### src/hw/rtl/lgrs_pkg.sv
// shared types, constants and cell functions for the life row stencil
package lgrs_pkg;

    localparam int MAX_COLUMNS = 64;
    localparam int ROW_BITS    = 64;
    localparam int CFG_BITS    = 7;
    localparam int QUEUE_DEPTH = 2;
    localparam int QPTR_BITS   = $clog2(QUEUE_DEPTH);
    localparam int QCNT_BITS   = $clog2(QUEUE_DEPTH + 1);

    localparam logic [CFG_BITS-1:0] COLUMNS_RESET = CFG_BITS'(MAX_COLUMNS);

    localparam int APB_ADDR_BITS = 3;
    localparam int APB_DATA_BITS = 32;

    localparam logic REG_COLUMNS_IN_USE = 1'b0;

    typedef struct packed {
        logic [ROW_BITS-1:0] above;
        logic [ROW_BITS-1:0] middle;
        logic [ROW_BITS-1:0] incoming;
        logic                held;
        logic                is_final;
    } lgrs_entry_t;

    typedef enum logic {
        PHASE_HELD,
        PHASE_FLUSH
    } lgrs_phase_t;

    function automatic logic [ROW_BITS-1:0] column_mask(input logic [CFG_BITS-1:0] n);
        logic [CFG_BITS-1:0] sat;
        logic [ROW_BITS-1:0] m;
        sat = (int'(n) > MAX_COLUMNS) ? CFG_BITS'(MAX_COLUMNS) : n;
        for (int c = 0; c < ROW_BITS; c++)
        begin
            m[c] = (c < int'(sat));
        end
        return m;
    endfunction

    function automatic logic [ROW_BITS-1:0] life_next(
        input logic [ROW_BITS-1:0] up,
        input logic [ROW_BITS-1:0] mid,
        input logic [ROW_BITS-1:0] down,
        input logic [ROW_BITS-1:0] mask
    );
        logic [3:0]          count;
        logic [ROW_BITS-1:0] r;
        for (int c = 0; c < ROW_BITS; c++)
        begin
            count = 4'(up[c]) + 4'(down[c]);
            if (c > 0)
            begin
                count = count + 4'(up[c-1]) + 4'(mid[c-1]) + 4'(down[c-1]);
            end
            if (c < ROW_BITS - 1)
            begin
                count = count + 4'(up[c+1]) + 4'(mid[c+1]) + 4'(down[c+1]);
            end
            r[c] = (count == 4'd3) || (mid[c] && (count == 4'd2));
        end
        return r & mask;
    endfunction

endpackage

### src/hw/rtl/lgrs_front.sv
// front end: takes rows, keeps the two latest rows, queues stencil work
module lgrs_front
    import lgrs_pkg::*;
(
    input  logic                clk,
    input  logic                rst_n,
    input  logic                row_valid,
    input  logic                row_stall,
    input  logic [ROW_BITS-1:0] row_cells,
    input  logic                final_row,
    input  logic [ROW_BITS-1:0] mask,
    output logic                push,
    output lgrs_entry_t         push_entry
);

    logic [ROW_BITS-1:0] above_reg;
    logic [ROW_BITS-1:0] above_next;
    logic [ROW_BITS-1:0] middle_reg;
    logic [ROW_BITS-1:0] middle_next;
    logic                held_reg;
    logic                held_next;
    logic                accept;
    logic [ROW_BITS-1:0] incoming;

    assign accept   = row_valid && !row_stall;
    assign incoming = row_cells & mask;
    assign push     = accept && (held_reg || final_row);

    always_comb
    begin
        push_entry.above    = above_reg;
        push_entry.middle   = middle_reg;
        push_entry.incoming = incoming;
        push_entry.held     = held_reg;
        push_entry.is_final = final_row;
    end

    always_comb
    begin
        above_next  = above_reg;
        middle_next = middle_reg;
        held_next   = held_reg;
        if (accept)
        begin
            if (final_row)
            begin
                above_next  = '0;
                middle_next = '0;
                held_next   = 1'b0;
            end
            else
            begin
                above_next  = held_reg ? middle_reg : '0;
                middle_next = incoming;
                held_next   = 1'b1;
            end
        end
    end

    always_ff @(posedge clk or negedge rst_n)
    begin
        if (!rst_n)
        begin
            above_reg  <= '0;
            middle_reg <= '0;
            held_reg   <= 1'b0;
        end
        else
        begin
            above_reg  <= above_next;
            middle_reg <= middle_next;
            held_reg   <= held_next;
        end
    end

endmodule

### src/hw/rtl/lgrs_queue.sv
// short work queue between front end and back end
module lgrs_queue
    import lgrs_pkg::*;
(
    input  logic        clk,
    input  logic        rst_n,
    input  logic        push,
    input  lgrs_entry_t push_entry,
    input  logic        pop,
    output logic        full,
    output logic        head_valid,
    output lgrs_entry_t head_entry
);

    lgrs_entry_t          slot_reg [QUEUE_DEPTH];
    logic [QPTR_BITS-1:0] wr_ptr_reg;
    logic [QPTR_BITS-1:0] wr_ptr_next;
    logic [QPTR_BITS-1:0] rd_ptr_reg;
    logic [QPTR_BITS-1:0] rd_ptr_next;
    logic [QCNT_BITS-1:0] count_reg;
    logic [QCNT_BITS-1:0] count_next;
    logic                 do_push;
    logic                 do_pop;

    assign full       = (count_reg == QCNT_BITS'(QUEUE_DEPTH));
    assign head_valid = (count_reg != '0);
    assign head_entry = slot_reg[rd_ptr_reg];
    assign do_push    = push && !full;
    assign do_pop     = pop && head_valid;

    always_comb
    begin
        wr_ptr_next = wr_ptr_reg;
        rd_ptr_next = rd_ptr_reg;
        count_next  = count_reg;
        if (do_push)
        begin
            wr_ptr_next = (int'(wr_ptr_reg) == QUEUE_DEPTH - 1) ? '0 : wr_ptr_reg + 1'b1;
        end
        if (do_pop)
        begin
            rd_ptr_next = (int'(rd_ptr_reg) == QUEUE_DEPTH - 1) ? '0 : rd_ptr_reg + 1'b1;
        end
        if (do_push && !do_pop)
        begin
            count_next = count_reg + 1'b1;
        end
        else if (do_pop && !do_push)
        begin
            count_next = count_reg - 1'b1;
        end
    end

    always_ff @(posedge clk)
    begin
        if (do_push)
        begin
            slot_reg[wr_ptr_reg] <= push_entry;
        end
    end

    always_ff @(posedge clk or negedge rst_n)
    begin
        if (!rst_n)
        begin
            wr_ptr_reg <= '0;
            rd_ptr_reg <= '0;
            count_reg  <= '0;
        end
        else
        begin
            wr_ptr_reg <= wr_ptr_next;
            rd_ptr_reg <= rd_ptr_next;
            count_reg  <= count_next;
        end
    end

endmodule

### src/hw/rtl/lgrs_back.sv
// back end: runs the cell stencil and drives the result register
module lgrs_back
    import lgrs_pkg::*;
(
    input  logic                clk,
    input  logic                rst_n,
    input  logic                head_valid,
    input  lgrs_entry_t         head_entry,
    input  logic [ROW_BITS-1:0] mask,
    output logic                pop,
    input  logic                result_stall,
    output logic                result_valid,
    output logic [ROW_BITS-1:0] next_cells,
    output logic                last_of_run,
    output logic                generation_done
);

    lgrs_phase_t         phase_reg;
    lgrs_phase_t         phase_next;
    logic                out_valid_reg;
    logic                out_valid_next;
    logic [ROW_BITS-1:0] cells_reg;
    logic                last_reg;
    logic                done_reg;
    logic                can_load;
    logic                load;
    logic [ROW_BITS-1:0] sel_up;
    logic [ROW_BITS-1:0] sel_mid;
    logic [ROW_BITS-1:0] sel_down;
    logic                sel_last;
    logic                sel_done;
    logic [ROW_BITS-1:0] stencil;

    assign can_load = !out_valid_reg || !result_stall;

    always_comb
    begin
        phase_next = phase_reg;
        load       = 1'b0;
        pop        = 1'b0;
        if ((phase_reg == PHASE_HELD) && head_entry.held)
        begin
            sel_up   = head_entry.above;
            sel_mid  = head_entry.middle;
            sel_down = head_entry.incoming;
            sel_last = !head_entry.is_final;
            sel_done = 1'b0;
        end
        else
        begin
            sel_up   = head_entry.held ? head_entry.middle : '0;
            sel_mid  = head_entry.incoming;
            sel_down = '0;
            sel_last = 1'b1;
            sel_done = 1'b1;
        end
        if (head_valid && can_load)
        begin
            load = 1'b1;
            case (phase_reg)
                PHASE_HELD:
                begin
                    if (head_entry.held && head_entry.is_final)
                    begin
                        phase_next = PHASE_FLUSH;
                    end
                    else
                    begin
                        pop = 1'b1;
                    end
                end
                PHASE_FLUSH:
                begin
                    pop        = 1'b1;
                    phase_next = PHASE_HELD;
                end
                default:
                begin
                    phase_next = PHASE_HELD;
                end
            endcase
        end
        out_valid_next = can_load ? load : out_valid_reg;
    end

    assign stencil = life_next(sel_up, sel_mid, sel_down, mask);

    always_ff @(posedge clk or negedge rst_n)
    begin
        if (!rst_n)
        begin
            phase_reg     <= PHASE_HELD;
            out_valid_reg <= 1'b0;
        end
        else
        begin
            phase_reg     <= phase_next;
            out_valid_reg <= out_valid_next;
        end
    end

    always_ff @(posedge clk)
    begin
        if (load)
        begin
            cells_reg <= stencil;
            last_reg  <= sel_last;
            done_reg  <= sel_done;
        end
    end

    assign result_valid    = out_valid_reg;
    assign next_cells      = cells_reg;
    assign last_of_run     = last_reg;
    assign generation_done = done_reg;

endmodule

### src/hw/rtl/life_generation_row_stencil.sv
// top level of the streaming life generation row stencil
//
//  channel   | handshake               | payload
//  row in    | row_valid / row_stall   | row_cells, final_row
//  result    | result_valid / result_stall | next_cells, last_of_run, generation_done
//  config    | psel / penable / pready | paddr, pwdata, prdata
//
// one row is taken per cycle unless stalled; work is queued, results are registered
// a bottom row with a row held gives two results, one after the other from the
// single result register in the back end
// reset clears the held rows, empties the queue and drops result_valid at once
// result_stall fills the two-entry work queue, which then raises row_stall
module life_generation_row_stencil
    import lgrs_pkg::*;
(
    input  logic                     clk,
    input  logic                     rst_n,
    input  logic                     row_valid,
    output logic                     row_stall,
    input  logic [ROW_BITS-1:0]      row_cells,
    input  logic                     final_row,
    output logic                     result_valid,
    input  logic                     result_stall,
    output logic [ROW_BITS-1:0]      next_cells,
    output logic                     last_of_run,
    output logic                     generation_done,
    input  logic                     psel,
    input  logic                     penable,
    input  logic                     pwrite,
    input  logic [APB_ADDR_BITS-1:0] paddr,
    input  logic [APB_DATA_BITS-1:0] pwdata,
    output logic [APB_DATA_BITS-1:0] prdata,
    output logic                     pready
);

    logic [CFG_BITS-1:0] columns_reg;
    logic [CFG_BITS-1:0] columns_next;
    logic [ROW_BITS-1:0] mask;
    logic                push;
    lgrs_entry_t         push_entry;
    logic                pop;
    logic                full;
    logic                head_valid;
    lgrs_entry_t         head_entry;

    assign pready = 1'b1;

    always_comb
    begin
        columns_next = columns_reg;
        if (psel && penable && pwrite && pready && (paddr[2] == REG_COLUMNS_IN_USE))
        begin
            columns_next = pwdata[CFG_BITS-1:0];
        end
    end

    always_comb
    begin
        prdata = '0;
        if (paddr[2] == REG_COLUMNS_IN_USE)
        begin
            prdata = APB_DATA_BITS'(columns_reg);
        end
    end

    always_ff @(posedge clk or negedge rst_n)
    begin
        if (!rst_n)
        begin
            columns_reg <= COLUMNS_RESET;
        end
        else
        begin
            columns_reg <= columns_next;
        end
    end

    assign mask      = column_mask(columns_reg);
    assign row_stall = full;

    lgrs_front u_front (
        .clk        (clk),
        .rst_n      (rst_n),
        .row_valid  (row_valid),
        .row_stall  (row_stall),
        .row_cells  (row_cells),
        .final_row  (final_row),
        .mask       (mask),
        .push       (push),
        .push_entry (push_entry)
    );

    lgrs_queue u_queue (
        .clk        (clk),
        .rst_n      (rst_n),
        .push       (push),
        .push_entry (push_entry),
        .pop        (pop),
        .full       (full),
        .head_valid (head_valid),
        .head_entry (head_entry)
    );

    lgrs_back u_back (
        .clk             (clk),
        .rst_n           (rst_n),
        .head_valid      (head_valid),
        .head_entry      (head_entry),
        .mask            (mask),
        .pop             (pop),
        .result_stall    (result_stall),
        .result_valid    (result_valid),
        .next_cells      (next_cells),
        .last_of_run     (last_of_run),
        .generation_done (generation_done)
    );

endmodule

### config.mk
export PLATFORM = sky130hd
export DESIGN_NAME = life_generation_row_stencil
export DESIGN_NICKNAME = d
export VERILOG_FILES = /design/src/hw/rtl/lgrs_pkg.sv /design/src/hw/rtl/lgrs_front.sv /design/src/hw/rtl/lgrs_queue.sv /design/src/hw/rtl/lgrs_back.sv /design/src/hw/rtl/life_generation_row_stencil.sv
export SDC_FILE = /design/constraint.sdc
export NUM_CORES = 1
export LEC_CHECK = 0
export BUFFER_PORTS_ARGS = -buffer_cell sky130_fd_sc_hd__buf_4
export CORE_AREA = 3 3 302 304
export CTS_CLUSTER_SIZE = 24
export DETAILED_ROUTE_END_ITERATION = 6
export DIE_AREA = 0 0 305 307
export GPL_TIMING_DRIVEN = 0
export PLACE_DENSITY = 0.61
export SLEW_MARGIN = 20
export SYNTH_ARGS = -nofsm -noshare
export SYNTH_HDL_FRONTEND = slang
export SYNTH_HIERARCHICAL = 1
export SYNTH_SLANG_ARGS = --single-unit
### constraint.sdc
create_clock -name clk -period 19.9 [get_ports clk]
set_clock_uncertainty 0.2 [all_clocks]
set_input_delay 1.99 -clock clk [delete_from_list [all_inputs] [get_ports clk]]
set_output_delay 1.99 -clock clk [all_outputs]
set_load 0.02 [all_outputs]
======== Word-level counts from Yosys, hierarchy flattened ========
Memories as Yosys holds them, arrays and structs flattened.
Cells that the tools add are included.
operators by class
  reductions and logical operators ........ 150
  eq/ne operators ......................... 129
  multiplexer cells ....................... 23
  add/subtract/negate cells ............... 446
  bitwise logic cells ..................... 4
  $lt $le $gt $ge ......................... 65
operators by type and width
  operator                                                                     count
  4-bit by 1-bit adder with 4-bit output                                       378
  4-bit by 2-bit equality test with 1-bit output, second input constant        128
  64-bit two-way mux                                                           7
  6-bit by 7-bit less-than comparator with 1-bit output, first input constant  32
  1-bit by 1-bit adder with 2-bit output                                       64
  64-bit AND                                                                   2
  5-bit by 7-bit less-than comparator with 1-bit output, first input constant  16
  1-bit logical AND                                                            76
  1-bit logical OR                                                             66
  4-bit by 7-bit less-than comparator with 1-bit output, first input constant  8
  3-bit by 7-bit less-than comparator with 1-bit output, first input constant  4
  1-bit by 7-bit less-than comparator with 1-bit output, first input constant  2
  2-bit by 7-bit less-than comparator with 1-bit output, first input constant  2
  7-bit two-way mux                                                            2
  1-bit two-way mux                                                            10
  7-bit > comparator, second input constant                                    1
  1-bit zero test                                                              6
  2-bit two-way mux                                                            2
  1-bit one-hot mux with 2 select lines                                        2
  2-bit nonzero test                                                           2
  1-bit adder, second input constant                                           2
  2-bit by 1-bit adder with 2-bit output, second input constant                1
  2-bit equality test, second input constant                                   1
  1-bit inverter                                                               2
  2-bit by 1-bit subtractor with 2-bit output, second input constant           1
word-level totals
  output and inout bits ................... 101
  memories ................................ 1
  word-level logic and storage cells ...... 830
  memory bits (writable) .................. 388
  input bits .............................. 107
  register bits after elaboration ......... 208
memory list
  name              depth  width  read ports  clocked after Yosys merged registers in  write ports  line              source
  u_queue.slot_reg  2      194    1           0                                        1            lgrs_queue.sv:15  lgrs_entry_t slot_reg [QUEUE_DEPTH];

======== Logic depth before layout (Yosys ltp) ========
  depth in word-level cells ............... 14
  depth in mapped cells ................... 17

======== Cells and area by module ========
The synthesis kept the hierarchy.
modules (own cells, without submodules)
  module                       area an instance (µm²)  times used  seq. area each (µm²)  cells an instance
  lgrs_queue                   14819.2                 1           11751.3               623
  lgrs_back                    13983.4                 1           2031.9                1133
  lgrs_front                   5576.6                  1           3228.1                435
  life_generation_row_stencil  1127.3                  1           176.4                 161

======== Least setup slack after synthesis ========
No wires, ideal clock.
  path kind ............................... input -> register
  from .................................... in row_valid
  to ...................................... mem u_queue/slot_reg[0][0] (netlist bit), enable pin
  setup slack ............................. 8289 ps
  arrival time ............................ 10660 ps
  cell stages on the path ................. 6
  path buffers ............................ 2
  path through ............................ nand2b_1 -> buf_2 -> buf_2 -> nor2_1 -> nand2_1 -> nor2_1
between the ends
  cells in the longest elaborated chain, start to end .. 5
ends and longest elaborated chain
  item                                     line                               source
  start: declaration                       life_generation_row_stencil.sv:18  input logic row_valid,
  1-bit logical AND                        lgrs_front.sv:25                   assign accept = row_valid && !row_stall;
  1-bit logical AND                        lgrs_front.sv:27                   assign push = accept && (held_reg || final_row);
  named net push                           life_generation_row_stencil.sv:39  logic push;
  1-bit logical AND                        lgrs_queue.sv:28                   assign do_push = push && !full;
  1-bit two-way mux                        lgrs_queue.sv:56                   if (do_push)
  1-bit two-way mux (implied by the code)  lgrs_queue.sv:58                   slot_reg[wr_ptr_reg] <= push_entry;
  end: declaration                         lgrs_queue.sv:15
The timed path passes the listed nets, and every way through them passes these cells.

==> impl_metrics.csv <==
group,metric,value,unit
critical_path,slowest_delay,880,ps
drt,wl_per_cell,25.47,µm
critical_path,end_kind,"flop",
timing,tightest_slew,1256,ps
cells_and_area,nNetsFinal,3172,
drt,drtIter0Drc,1697,
place,port-buffer-count,154,
floorplanning,start_util,0.4012,
logic_synthesis,synth_edf_count,454,
logic_synthesis,synth-seq-cells,596,
global_route,grt_most_used_layer,"met2",
cells_and_area,area.growth.synth_to_final,15.68,%
global_route,use_met1,0.2655,
clock_tree,cts.sinks,596,
cells_and_area,fill_cells,7652,
clock_tree,clk_latency,610,ps
global_route,grt_pass1_wl,147100,µm
logic_synthesis,yosysWarnings,6,
clock_tree,cts_resized,0,
critical_path,cp-start-kind,"flop",
critical_path,timing.rr.start,"u_queue/rd_ptr_reg$_DFFE_PN0P_",
drt,via_per_inst,5.541,
logic_synthesis,yosys.area.top_type,"edfxtp_1",
cells_and_area,multi_input_comb_area,17480,µm²
logic_synthesis,syn_area,35510,µm²
place,place_hpwl,71400,µm
logic_synthesis,yosysMostFrequentCell,"edfxtp_1",
timing,setup_viol,0,
timing,rsz0062_at_grt,"no",
timing,slew_headroom,0.1625,
clock_tree,clk_pin_slew,60,ps
cells_and_area,regArea,17190,µm²
job,cap_violations,0,
cells_and_area,layout-drive-gt1-share,0.2755,
hold_path,hp-class,"reg2reg",
critical_path,path_class,"reg2reg",
critical_path,crit_buf_inv,4,
clock_tree,clockBufferDepth,3,
critical_path,worstPathMaxFanout,10,
status,status,"finished clean",
place,gp_congestion,0.8199,
global_route,antenna_found_initial,5,
floorplanning,design.die.area,93640,µm²
global_route,grt_max_degree,82,
global_route,grt_util_met2,0.3580,
hold_path,hold_path_end,"u_queue/slot_reg[0][189]$_DFFE_PP_",
timing,tns,0,ps
timing,max_freq,154.9,MHz
clock_tree,cts_hold_buf,0,
floorplanning,rows,109,
drt,wirelength,98030,µm
global_route,grt.overflow.total,0,
floorplanning,core-area,88510,µm²
clock_tree,cts_setup_buffers,0,
floorplanning,die_w,305,µm
critical_path,cp_top_family,"adder cells",
global_route,grtUsageMet3,0.03981,
clock_tree,cts_max_level,3,
critical_path,cp_slowest_cell,"clkbuf_1",
clock_tree,root_buffer,"clkbuf_16",
global_route,first_global_vias,23160,
timing,min_period_over_period,0.3243,
drt,dr.pass1.iters,5,
logic_synthesis,avgSynthCellArea,15.10,µm²
hold_path,worstHoldStart,"u_front/above_reg[59]$_DFFE_PN0P_",
clock_tree,cts_tree,"built",
drt,drc_errors,0,
critical_path,r2r_end,"u_back/next_cells[62]$_DFFE_PP_",
logic_synthesis,synth_commonest_cells,"454 x edfxtp_1, 252 x fa_1, 189 x ha_1",
cells_and_area,largest_reg_flops,388,
logic_synthesis,synthCells,2352,
logic_synthesis,ys.flop_type,"edfxtp_1",
logic_synthesis,seq_area_frac_synth,0.4841,
logic_synthesis,synth.distinct_cells,50,
clock_tree,cts_buffers,72,
floorplanning,num_io_pins,208,
logic_synthesis,ys_top_cells_by_area,"edfxtp_1 38%, fa_1 14%, dfrtp_1 9.9%",
critical_path,required,20040,ps
hold_path,min_path_cells,0,
timing,period_minus_slack,6454,ps
timing,hold_viol,0,
critical_path,arrival,6600,ps
critical_path,path_cells,"buf_6 > buf_2 > mux2_2 > clkbuf_1 > clkbuf_1 > nor2b_1 > fa_1 > fa_1 > fa_1 > ha_1 > fa_1 > or2_2 > a221oi_1",
timing,drv_slew,0,
logic_synthesis,ys_async_sr_fraction,0.2383,
floorplanning,die_h,307,µm
critical_path,reg2reg_depth,13,
logic_synthesis,synth_top_area_frac,0.3840,
critical_path,rrSetupSlack,13450,ps
drt,vias,21320,
critical_path,cp_common_cell,"fa_1",
global_route,grt_usage,0.2098,
drt,drtAntennaViolNets,0,
-- worst max path at each step --
stage	from	endpoint	slack [ps]	cells past startpoint
after detailed placement	u_queue/rd_ptr_reg$_DFFE_PN0P_	u_back/next_cells[62]$_DFFE_PP_	13530	13
after floorplan	row_valid	u_queue/slot_reg[0][0]$_DFFE_PP_	8290	6
after global routing	u_queue/rd_ptr_reg$_DFFE_PN0P_	u_back/next_cells[62]$_DFFE_PP_	13370	13
after CTS	u_queue/rd_ptr_reg$_DFFE_PN0P_	u_back/next_cells[62]$_DFFE_PP_	13490	13
final	u_queue/rd_ptr_reg$_DFFE_PN0P_	u_back/next_cells[62]$_DFFE_PP_	13450	13
after global placement	final_row	u_queue/slot_reg[0][28]$_DFFE_PP_	1930	6
-- area by class of cell --
cell class	count	share of cell area
plain buffers	132	0.02099
repair buffers	174	0.03985
inverters	27	0.002467
flip-flops and latches	596	0.4185
multi-input cells	1621	0.4256
clock buffers	103	0.05151
diodes	1	0.00006093
clock inverters	29	0.005544
well taps	1165	0.03549
-- cell usage in the layout, fill, tap and decap left out, types with 12 or more instances in the layout --
cell type,synthesis,layout
mux2_2,99,99
edfxtp_1,454,454
nand4b_1,64,64
dfrtp_1,141,141
clkbuf_1,26,42
o21ai_0,54,53
inv_1,25,25
a22o_1,64,64
mux2i_1,64,64
buf_6,22,24
o2111a_1,28,28
a21oi_1,46,45
buf_4,38,191
fa_1,252,252
buf_16,0,12
ha_1,189,189
clkbuf_16,0,78
mux2_4,167,167
and2_1,129,129
or2_2,31,31
nor2_1,48,46
a21o_1,33,33
clkinv_2,0,13
nor2b_1,67,67
and3_1,34,33
o2bb2ai_1,64,64
o221a_2,33,33
conb_1,2,26
and2_0,33,33
nand2_1,51,51
buf_2,45,45
-- per-stage QoR --
step | util | hold slack, ps | instances | area [µm²] | setup slack, ps
3_3_place_gp | 0.4317 | 248.0 | 3695 | 38210 | 1934
6_report | 0.4640 | 268.5 | 3848 | 41070 | 13450
5_1_grt | 0.4640 | 262.1 | 3847 | 41070 | 13370
3_5_place_dp | 0.4375 | 259.5 | 3715 | 38730 | 13530
2_1_floorplan | - | 242.4 | 2376 | 35600 | 8289
4_1_cts | 0.4640 | 266.2 | 3847 | 41070 | 13490
-- logic make-up after synthesis --
family | Yosys count | synth area share
AND/OR/NAND/NOR | 479 | 0.08281
adder cells (fa/ha/maj) | 441 | 0.2087
XOR/XNOR | 5 | 0.001234
AO/OA/AOI/OAI | 340 | 0.07587
buffers and inverters | 159 | 0.02706
other | 2 | 0.0002115
flip-flops | 596 | 0.4841
multiplexers | 330 | 0.1201
-- routing by layer --
| layer | up-vias | part of all wire |
|---|---|---|
| met1 | 11100 | 0.41 |
| met3 | 180 | 0.063 |
| met4 | 4 | 0.038 |
| met5 | - | 0.00028 |
| li1 | 9315 | - |
| met2 | 722 | 0.49 |
Power is not shown: default switching activity piles up to over one toggle a cycle in this logic, so the estimate is an artifact.
